`config.mk`:
```
export PLATFORM = sky130hd
export DESIGN_NAME = eic_datapath
export DESIGN_NICKNAME = d
export VERILOG_FILES = /design/src/sv/eic_pkg.sv /design/src/sv/eic_datapath.sv
export SDC_FILE = /design/constraint.sdc
export NUM_CORES = 1
export LEC_CHECK = 0
export BUFFER_PORTS_ARGS = -buffer_cell sky130_fd_sc_hd__buf_2
export CAP_MARGIN = 20
export CORE_MARGIN = 5
export CORE_UTILIZATION = 64
export DETAILED_ROUTE_END_ITERATION = 7
export PLACE_DENSITY_LB_ADDON = 0.05
export SYNTH_ARGS = -nofsm -noshare
export SYNTH_HDL_FRONTEND = slang
export SYNTH_SLANG_ARGS = --single-unit
```
`constraint.sdc`:
```
create_clock -name clk_i -period 13.03 [get_ports clk_i]
set_clock_uncertainty 0.15 [all_clocks]
set_input_delay 1.9545 -clock clk_i [delete_from_list [all_inputs] [get_ports clk_i]]
set_output_delay 1.9545 -clock clk_i [all_outputs]
set_load 0.02 [all_outputs]
```
`src/sv/eic_pkg.sv`:
```
// shared types, constants and the byte-wide crc step for the image checker
// no dependencies
`default_nettype none

package eic_pkg;

  localparam int MAX_IMAGE_BYTES = 65536;
  localparam int MIN_IMAGE_BYTES = 6;
  localparam int HDR_BYTES       = 4;
  localparam int SIZE_W          = 17;
  localparam int OFS_W           = 16;
  localparam int CRC_W           = 32;
  localparam int SIZE_RESET      = 16384;

  localparam logic [7:0]       ASCII_EQ = 8'h3D;
  localparam logic [CRC_W-1:0] CRC_POLY = 32'hEDB88320;
  localparam logic [CRC_W-1:0] CRC_INIT = 32'hFFFFFFFF;

  localparam int CFG_IDX_W = 1;
  localparam logic [CFG_IDX_W-1:0] CFG_IMAGE_SIZE = 1'b0;
  localparam logic [CFG_IDX_W-1:0] CFG_CRC_WARN   = 1'b1;

  localparam int OUT_DEPTH = 4;
  localparam int OUT_PTR_W = 2;
  localparam int OUT_CNT_W = 3;

  typedef enum logic [2:0] {
    EV_OK       = 3'd0,
    EV_NO_EQ    = 3'd1,
    EV_EMPTY    = 3'd2,
    EV_UNTERM   = 3'd3,
    EV_LIST_END = 3'd4,
    EV_CHECK    = 3'd5
  } event_kind_e;

  typedef enum logic [1:0] {
    CHK_OK    = 2'd0,
    CHK_WARN  = 2'd1,
    CHK_FATAL = 2'd2,
    CHK_SMALL = 2'd3
  } check_status_e;

  typedef enum logic [1:0] {
    MODE_AWAIT = 2'd0,
    MODE_ENTRY = 2'd1,
    MODE_DONE  = 2'd2
  } parse_mode_e;

  typedef enum logic [1:0] {
    CS_IDLE  = 2'd0,
    CS_PAD   = 2'd1,
    CS_CHECK = 2'd2
  } ctrl_state_e;

  typedef struct packed {
    logic [7:0] data_byte;
    logic       final_byte;
  } in_item_t;

  typedef struct packed {
    event_kind_e      event_kind;
    logic [OFS_W-1:0] entry_begin;
    logic [OFS_W-1:0] equals_offset;
    logic [OFS_W-1:0] entry_finish;
    logic [CRC_W-1:0] stored_crc;
    logic [CRC_W-1:0] computed_crc;
    check_status_e    check_status;
    logic             size_mismatch;
    logic             run_last;
  } out_item_t;

  typedef struct packed {
    logic step;
    logic pad;
    logic close;
    logic check;
  } dp_cmd_t;

  typedef struct packed {
    logic too_small;
    logic pad_left;
    logic entry_open;
  } dp_sts_t;

  function automatic logic [CRC_W-1:0] crc_byte(input logic [CRC_W-1:0] crc,
                                                input logic [7:0] b);
    logic [CRC_W-1:0] c;
    c = crc ^ {24'h0, b};
    for (int i = 0; i < 8; i++) begin
      c = (c >> 1) ^ (CRC_POLY & {CRC_W{c[0]}});
    end
    return c;
  endfunction

endpackage

`default_nettype wire

```
`src/sv/eic_datapath.sv`:
```
// config registers, crc, header capture and entry parser of the image checker
// depends on eic_pkg; driven by commands from eic_ctrl
`default_nettype none

module eic_datapath (
  input  logic                              clk_i,
  input  logic                              rst_ni,
  input  logic                              cfg_wr_i,
  input  logic [eic_pkg::CFG_IDX_W-1:0]     cfg_index_i,
  input  logic [eic_pkg::SIZE_W-1:0]        cfg_data_i,
  input  eic_pkg::in_item_t                 in_data_i,
  input  eic_pkg::dp_cmd_t                  cmd_i,
  output eic_pkg::dp_sts_t                  sts_o,
  output logic                              push_o,
  output eic_pkg::out_item_t                push_data_o
);
  import eic_pkg::*;

  logic [SIZE_W-1:0] img_size_q;
  logic              warn_q;

  logic [SIZE_W-1:0] pos_q, pos_d;
  logic [CRC_W-1:0]  crc_q, crc_d;
  logic [CRC_W-1:0]  hdr_q, hdr_d;
  parse_mode_e       mode_q, mode_d;
  logic [OFS_W-1:0]  beg_q, beg_d;
  logic [OFS_W-1:0]  eqo_q, eqo_d;
  logic              eqf_q, eqf_d;
  logic              over_q, over_d;
  logic              fin_mis_q, fin_mis_d;
  logic              fin_small_q, fin_small_d;

  logic [SIZE_W-1:0] size;
  logic [OFS_W-1:0]  size_sat;
  logic [7:0]        byte_v;
  logic [SIZE_W-1:0] pos_inc;
  logic [CRC_W-1:0]  comp;
  logic              in_range;

  always_comb begin
    size = img_size_q;
    if (img_size_q < SIZE_W'(MIN_IMAGE_BYTES)) begin
      size = SIZE_W'(MIN_IMAGE_BYTES);
    end else if (img_size_q > SIZE_W'(MAX_IMAGE_BYTES)) begin
      size = SIZE_W'(MAX_IMAGE_BYTES);
    end
  end

  assign size_sat = size[SIZE_W-1] ? '1 : size[OFS_W-1:0];
  assign byte_v   = cmd_i.pad ? 8'h00 : in_data_i.data_byte;
  assign pos_inc  = pos_q + 1'b1;
  assign in_range = pos_q < size;
  assign comp     = ~crc_q;

  assign sts_o.too_small  = fin_small_q;
  assign sts_o.pad_left   = in_range;
  assign sts_o.entry_open = mode_q == MODE_ENTRY;

  always_comb begin
    pos_d       = pos_q;
    crc_d       = crc_q;
    hdr_d       = hdr_q;
    mode_d      = mode_q;
    beg_d       = beg_q;
    eqo_d       = eqo_q;
    eqf_d       = eqf_q;
    over_d      = over_q;
    fin_mis_d   = fin_mis_q;
    fin_small_d = fin_small_q;
    push_o      = 1'b0;
    push_data_o = '0;

    if (cmd_i.step || cmd_i.pad) begin
      if (!in_range) begin
        over_d = 1'b1;
      end else begin
        pos_d = pos_inc;
        if (pos_q < SIZE_W'(HDR_BYTES)) begin
          hdr_d = hdr_q | (CRC_W'(byte_v) << {pos_q[1:0], 3'b000});
        end else begin
          crc_d = crc_byte(crc_q, byte_v);
          unique case (mode_q)
            MODE_AWAIT: begin
              if (byte_v == 8'h00) begin
                if (!cmd_i.pad) begin
                  push_o                    = 1'b1;
                  push_data_o.event_kind    = EV_LIST_END;
                  push_data_o.entry_begin   = pos_q[OFS_W-1:0];
                  push_data_o.entry_finish  = pos_q[OFS_W-1:0];
                end
                mode_d = MODE_DONE;
              end else begin
                beg_d  = pos_q[OFS_W-1:0];
                eqf_d  = byte_v == ASCII_EQ;
                eqo_d  = (byte_v == ASCII_EQ) ? pos_q[OFS_W-1:0] : '0;
                mode_d = MODE_ENTRY;
              end
            end
            MODE_ENTRY: begin
              if (byte_v == 8'h00) begin
                push_o = 1'b1;
                if (!eqf_q) begin
                  push_data_o.event_kind = EV_NO_EQ;
                end else if (({1'b0, eqo_q} + 1'b1) == pos_q) begin
                  push_data_o.event_kind = EV_EMPTY;
                end else begin
                  push_data_o.event_kind = EV_OK;
                end
                push_data_o.entry_begin   = beg_q;
                push_data_o.equals_offset = eqo_q;
                push_data_o.entry_finish  = pos_q[OFS_W-1:0];
                mode_d = MODE_AWAIT;
              end else if (byte_v == ASCII_EQ && !eqf_q) begin
                eqf_d = 1'b1;
                eqo_d = pos_q[OFS_W-1:0];
              end
            end
            default: ;
          endcase
          if (mode_d == MODE_ENTRY && pos_inc >= size) begin
            push_o                    = 1'b1;
            push_data_o.event_kind    = EV_UNTERM;
            push_data_o.entry_begin   = beg_d;
            push_data_o.equals_offset = eqo_d;
            push_data_o.entry_finish  = size_sat;
            mode_d = MODE_DONE;
          end
        end
      end
      push_data_o.run_last = cmd_i.step && !in_data_i.final_byte;
      if (cmd_i.step && in_data_i.final_byte) begin
        fin_mis_d   = over_d || (pos_d != size);
        fin_small_d = !over_d && (pos_d < SIZE_W'(MIN_IMAGE_BYTES));
      end
    end

    if (cmd_i.close && mode_q == MODE_ENTRY) begin
      push_o                    = 1'b1;
      push_data_o.event_kind    = EV_UNTERM;
      push_data_o.entry_begin   = beg_q;
      push_data_o.equals_offset = eqo_q;
      push_data_o.entry_finish  = size_sat;
      mode_d = MODE_DONE;
    end

    if (cmd_i.check) begin
      push_o                 = 1'b1;
      push_data_o.event_kind = EV_CHECK;
      push_data_o.stored_crc = hdr_q;
      push_data_o.run_last   = 1'b1;
      if (fin_small_q) begin
        push_data_o.check_status  = CHK_SMALL;
        push_data_o.size_mismatch = 1'b1;
      end else begin
        push_data_o.computed_crc  = comp;
        push_data_o.size_mismatch = fin_mis_q;
        if (comp == hdr_q) begin
          push_data_o.check_status = CHK_OK;
        end else begin
          push_data_o.check_status = warn_q ? CHK_WARN : CHK_FATAL;
        end
      end
      // back to the start of a new image
      pos_d       = '0;
      crc_d       = CRC_INIT;
      hdr_d       = '0;
      mode_d      = MODE_AWAIT;
      beg_d       = OFS_W'(HDR_BYTES);
      eqo_d       = '0;
      eqf_d       = 1'b0;
      over_d      = 1'b0;
      fin_mis_d   = 1'b0;
      fin_small_d = 1'b0;
    end
  end

  always_ff @(posedge clk_i or negedge rst_ni) begin
    if (!rst_ni) begin
      img_size_q <= SIZE_W'(SIZE_RESET);
      warn_q     <= 1'b0;
    end else if (cfg_wr_i) begin
      unique case (cfg_index_i)
        CFG_IMAGE_SIZE: img_size_q <= cfg_data_i;
        CFG_CRC_WARN:   warn_q     <= cfg_data_i[0];
        default: ;
      endcase
    end
  end

  always_ff @(posedge clk_i or negedge rst_ni) begin
    if (!rst_ni) begin
      pos_q       <= '0;
      crc_q       <= CRC_INIT;
      hdr_q       <= '0;
      mode_q      <= MODE_AWAIT;
      beg_q       <= OFS_W'(HDR_BYTES);
      eqo_q       <= '0;
      eqf_q       <= 1'b0;
      over_q      <= 1'b0;
      fin_mis_q   <= 1'b0;
      fin_small_q <= 1'b0;
    end else begin
      pos_q       <= pos_d;
      crc_q       <= crc_d;
      hdr_q       <= hdr_d;
      mode_q      <= mode_d;
      beg_q       <= beg_d;
      eqo_q       <= eqo_d;
      eqf_q       <= eqf_d;
      over_q      <= over_d;
      fin_mis_q   <= fin_mis_d;
      fin_small_q <= fin_small_d;
    end
  end

endmodule

`default_nettype wire

```
==> reports/metrics.yaml, run 1 <==
post-dp-hpwl_um: 24900
arrival_ps: 5980
wirelength_um: 34700
place.gp.congestion: 1.03
layout_commonest_cell: "nor2_1"
grt_pass1_wl_um: 55200
leakagePower_nw: 5.29
cts_setup_buffers: 0
finalSetupTns_ps: 0
cts-resized-gates: 0
ys_types: 78
worst_pin_slew_ps: 1160
ctsRootBufferMaster: "clkbuf_16"
ys_top_cells_by_area: "dfrtp_1 24%, xnor2_1 10%, dfstp_2 8.3%"
slew_headroom_pct: 22.7
highest_layer: "met4"
hold_class: "reg2reg"
cp-end-kind: "output port"
p_sw_w: 0.000432
crit_type: "reg2out"
vias: 10400
syn-num-nets: 1364
antenna_found_initial: 0
num_antenna_cells: 0
row_count: 47
power.internal_w: 0.000867
core_um2: 16600
cts_buffers: 17
p_per_area_nw_per_um2: 107
drtAntennaViolNets: 0
grt_use_total_pct: 35.0
synth_warnings: 0
synth_area_um2: 10800
finish.utilization_pct: 73.0
critPathMaxFanout: 79
pwr-share-comb_pct: 24.8
min_path_cells: 2
synth_edf_count: 0
die_area_um2: 19600
clock-sinks: 137
clockBufferDepth: 2
hold_end: "over_q$_DFFE_PN0P_"
dr_wl_met2_um: 16400
switching_share_pct: 33.3
clkPwrFrac_pct: 37.4
yosysTopAreaCell: "dfrtp_1"
ff2ff_path_depth: 13
clkTransAtPathRegs_ps: 60
period_share_pct: 62.1
pwr-share-seq_pct: 37.8
io_buffer_count: 156
final_nets: 1446
cts_tree: "built"
finalHoldViolCount: 0
pin_count: 157
drive_above_1_share_pct: 20.7
seq_area_frac_synth_pct: 32.1
synth-seq-cells: 137
grt_pass1_vias: 9992
route.met3.wl_um: 2930
avgSynthCellArea_um2: 8.37
fin_crit_ps: 8090
start_kind: "flop"
critPathRequiredTime_ps: 10930
ir_drop_uv: 100
r2r_end: "beg_q[5]$_DFFE_PN0P_"
start_util_pct: 65.3
setup_viol: 0
grt_max_degree: 87
rsz0062_at_grt: "false"
grt-ovfl-total: 0
slew_viol_final: 0
clkLatencyLatePin_ps: 430
syn-instance-count: 1294
final_cell_mix: "170 x nor2_1, 154 x buf_2, 137 x nand2_1"
area_growth_pct: 11.9
post_drt_wl_per_cell_um: 21.6
die_h_um: 140
status: "finished clean"
ys.flop_type: "dfrtp_1"
r2r_slack_ps: 7610
drt_first_iter_violations: 1255
firstDrtPassIters: 6
async_flop_share_pct: 100
drc: 0
hold_buffers: 0
htree_levels: 4
min_from: "over_q$_DFFE_PN0P_"
drv_cap: 0
fmax_ghz: 0.124
synth_top_cell_area_share_pct: 23.8
wl_met1_um: 13800
r2r_start: "img_size_q[16]$_DFFE_PN0P_"
via_per_inst: 6.44
die_x_um: 140
critical path, cell delays in order (launching register included):
cell and delay (ps):
dfrtp_1 750, clkinv_1 680, a21o_1 350, nand2_1 130
ha_1 260, and2_1 170, a221o_1 400, a21o_1 240
a211oi_2 710, nand2_2 80, buf_4 420, nor2_4 270
and3_1 620, o2bb2ai_1 230, buf_2 210
Yosys cell counts, types with 19 or more instances:
library cell,count
nor2_1,170
nand2_1,137
xnor2_1,125
a21oi_1,107
dfrtp_1,103
clkbuf_1,69
and2_1,44
ha_1,36
dfstp_2,34
xor2_1,33
o21ai_0,31
a211o_1,28
nor3_1,23
buf_2,22
nand4_1,22
nor4_1,20
o21ai_1,19
sequential cells by signal, indices dropped and copies added (netlist names):
signal,flops
eqo_q,16
warn_q,1
crc_q,32
fin_mis_q,1
mode_q,2
beg_q,16
eqf_q,1
img_size_q,17
pos_q,17
fin_small_q,1
hdr_q,32
over_q,1
logic make-up after synthesis:
kind of cell / after synthesis / share of synthesized area, %
simple gates: 502 / 22.6
compound gates: 305 / 18.6
xor+xnor: 172 / 15.7
flops: 137 / 32.1
buf+inv: 120 / 4.66
fa+ha+maj: 36 / 4.16
mux: 22 / 2.23
power groups by stage:
stage | sequential (W) | clock, W | combinational [W]
2_1_floorplan | 0.000476 | 0 | 0.000247
3_3_place_gp | 0.000496 | 0 | 0.000310
3_5_place_dp | 0.000496 | 0 | 0.000316
4_1_cts | 0.000490 | 0.000487 | 0.000318
5_1_grt | 0.000493 | 0.000507 | 0.000350
6_report | 0.000491 | 0.000486 | 0.000322
area by class of cell:
type                       count  area, um^2
tap                          220         275
clock buffer                  18         429
fill                        1312        4470
multi-input combinational   1037        6850
timing repair buffer         166         876
sequential                   137        3470
inverter                      17        63.8
clock inverter                13         144
per-stage QoR:
step | hold slack, ps | instances | setup slack [ps] | cell area, um^2 | power [W]
finish | 352 | 1608 | 4940 | 12100 | 0.00130
global route | 385 | 1608 | 4590 | 12100 | 0.00135
CTS | 358 | 1606 | 5080 | 12100 | 0.00130
detailed placement | 343 | 1575 | 5550 | 11500 | 0.000812
global placement | 328 | 1575 | 5660 | 11500 | 0.000806
floorplan | 314 | 1294 | 7130 | 10800 | 0.000723
per-layer routing:
metal / track usage, % / up-vias
met3: 6.00 / 122
met5: 0 / -
li1: - / 4690
met4: 15.5 / 0
met2: 57.1 / 623
met1: 46.1 / 4917
worst max path at each step:
stage / from / endpoint / slack (ps) / depth (start not counted)
after global routing: img_size_q[16]$_DFFE_PN0P_ / push_data_o[68] / 4590 / 14
after floorplan: cmd_i[2] / push_data_o[99] / 7130 / 10
after detailed placement: img_size_q[16]$_DFFE_PN0P_ / push_data_o[68] / 5550 / 14
after global placement: img_size_q[16]$_DFFE_PN0P_ / push_data_o[69] / 5660 / 14
after CTS: img_size_q[16]$_DFFE_PN0P_ / push_data_o[68] / 5080 / 14
final: img_size_q[16]$_DFFE_PN0P_ / push_data_o[68] / 4940 / 14
Note: power is estimated with default switching activity, not from simulation.
==> run 2, diff against run 1 <==
Settings changed: CORE_UTILIZATION 64 to 53.
Clock period 13.03 ns to 7.27 ns, I/O delays scaled along.
==> reports/metrics.yaml, run 2 (synthesis results as in run 1) <==
cp-end-kind: "output port"
crit_path_top_delay_cell: "dfrtp_1"
clkTransAtPathRegs_ps: 60  # about the same
finalHoldViolCount: 0  # unchanged
top_regs: "crc_q: 32 flops, hdr_q: 32 flops"
ctsRootBufferMaster: "clkbuf_16"
period_share_pct: 92.5
post_drt_wl_per_cell_um: 21.8  # +1.1%
start_kind: "flop"
grt_use_total_pct: 30.5  # -4.5 points
r2r_slack_ps: 2260  # -5350 ps
cts-resized-gates: 0  # unchanged
io_buffer_count: 156  # unchanged
post-dp-hpwl_um: 26100  # +4.7%
r2r_start: "img_size_q[16]$_DFFE_PN0P_"
endpoint: "push_data_o[114]"
grt_pass1_vias: 9918  # -0.74%
r2r_end: "beg_q[3]$_DFFE_PN0P_"
finalSetupTns_ps: 0  # unchanged
fmax_ghz: 0.149
clock-sinks: 137  # unchanged
die_x_um: 153  # +9.2%
htree_levels: 4  # unchanged
grt_max_degree: 88  # +1.1%
clkLatencyLatePin_ps: 430  # about the same
clockBufferDepth: 2  # unchanged
setup_slack_ps: 548  # -4400 ps
critPathMaxFanout: 23  # -71%
vias: 10200  # -1.8%
cts_setup_buffers: 0  # unchanged
arrival_ps: 5480  # -500 ps
cts_tree: "built"
drtAntennaViolNets: 0  # unchanged
drive_above_1_share_pct: 21.2  # +0.57 points
antenna_found_initial: 0  # unchanged
num_antenna_cells: 0  # unchanged
drc: 0  # unchanged
hold_buffers: 0  # unchanged
wirelength_um: 36400  # +4.9%
crit_type: "reg2out"
pin_count: 157  # unchanged
cp-startpoint: "img_size_q[16]$_DFFE_PN0P_"
via_per_inst: 6.09  # -5.3%
finish.utilization_pct: 60.9  # -12 points
ir_drop_uv: 140  # +40%
final_nets: 1455  # +0.62%
crit_path_frequent_cell: "a21o_1"
core_um2: 20200  # +22%
layout_commonest_cell: "nor2_1"
drv_cap: 0  # unchanged
cts_buffers: 17  # unchanged
status: "finished clean"
row_count: 52  # +11%
fin_crit_ps: 6720
ff2ff_path_depth: 13  # unchanged
crit_chain: "clkinv_1, a21o_1, nand2_1, ha_1, and2_1, a221o_1, a21o_1, a211oi_2, buf_4, nand2_2, o21ai_4, a31o_2, a22o_1, buf_2"
grt-ovfl-total: 0  # unchanged
slew_viol_final: 0  # unchanged
slew_headroom_pct: 36.2  # +13 points
drt_first_iter_violations: 691  # -45%
area_growth_pct: 13.5
hold_class: "reg2reg"
grt_pass1_wl_um: 56800  # +3.0%
die_h_um: 153  # +9.2%
start_util_pct: 53.7  # -12 points
worst_pin_slew_ps: 957  # -201 ps
rsz0062_at_grt: "false"
place_ws_ps: 1110  # -4440 ps
leakagePower_nw: 5.36  # +1.3%
setup_viol: 0  # unchanged
p_per_area_nw_per_um2: 193  # +80%
final_cell_mix: "170 x nor2_1, 154 x buf_2, 137 x nand2_1"
firstDrtPassIters: 7  # +1
place.gp.congestion: 0.998  # -3.3%
critPathMaxStageDelay_ps: 740  # about the same
critPathRequiredTime_ps: 6030  # -4900 ps
die_area_um2: 23400  # +19%
==> run 2: through the flow <==
step	area, um^2	hold WS, ps	std cells	total power (W)
floorplan	10800	314	1294	0.00130
detailed placement	11700	333	1635	0.00146
global route	12300	351	1668	0.00248
global placement	11600	335	1634	0.00146
CTS	12300	342	1667	0.00239
finish	12300	340	1668	0.00238
==> run 2: how the worst min path moves through the flow <==
stage	end	depth (start not counted)	slack [ps]	start
2_1_floorplan	over_q$_DFFE_PN0P_	2	310	over_q$_DFFE_PN0P_
3_3_place_gp	beg_q[2]$_DFFE_PN1P_	2	330	beg_q[2]$_DFFE_PN1P_
3_5_place_dp	beg_q[2]$_DFFE_PN1P_	2	330	beg_q[2]$_DFFE_PN1P_
4_1_cts	beg_q[2]$_DFFE_PN1P_	2	340	beg_q[2]$_DFFE_PN1P_
5_1_grt	beg_q[2]$_DFFE_PN1P_	2	350	beg_q[2]$_DFFE_PN1P_
6_report	beg_q[2]$_DFFE_PN1P_	2	340	beg_q[2]$_DFFE_PN1P_
==> run 2: final cells by class <==
class | count | area (um^2)
clock buffers | 20 | 457
clock inverters | 12 | 151
flip-flops and latches | 137 | 3470
well taps | 270 | 338
fillers | 1830 | 7880
multi-input cells | 1037 | 6850
repair buffers | 175 | 960
inverters | 17 | 63.8
==> run 2: where the power goes <==
part | internal, W | switching (W) | leakage [nW] | total (W)
registers | 0.000807 | 0.0000746 | 1.75 | 0.000882
clock network | 0.000536 | 0.000387 | 0.297 | 0.000923
logic | 0.000242 | 0.000330 | 3.32 | 0.000572
==> run 2: worst max-delay path: cells and delay by family, from the launching register on <==
family,cells,cell delay (ps)
AO/OA/AOI/OAI,7,2280
flip-flops,1,740
buffers and inverters,3,1040
AND/OR/NAND/NOR,3,690
adder cells (fa/ha/maj),1,260
==> run 2: routing by layer <==
metal / GRT usage [%] / wire (um) / up-vias
met3: 6.45 / 2680 / 85
met2: 50.1 / 17200 / 496
met1: 39.9 / 15200 / 4880
met4: 11.3 / 1280 / 0
li1: - / - / 4703
met5: 0 / 0 / -
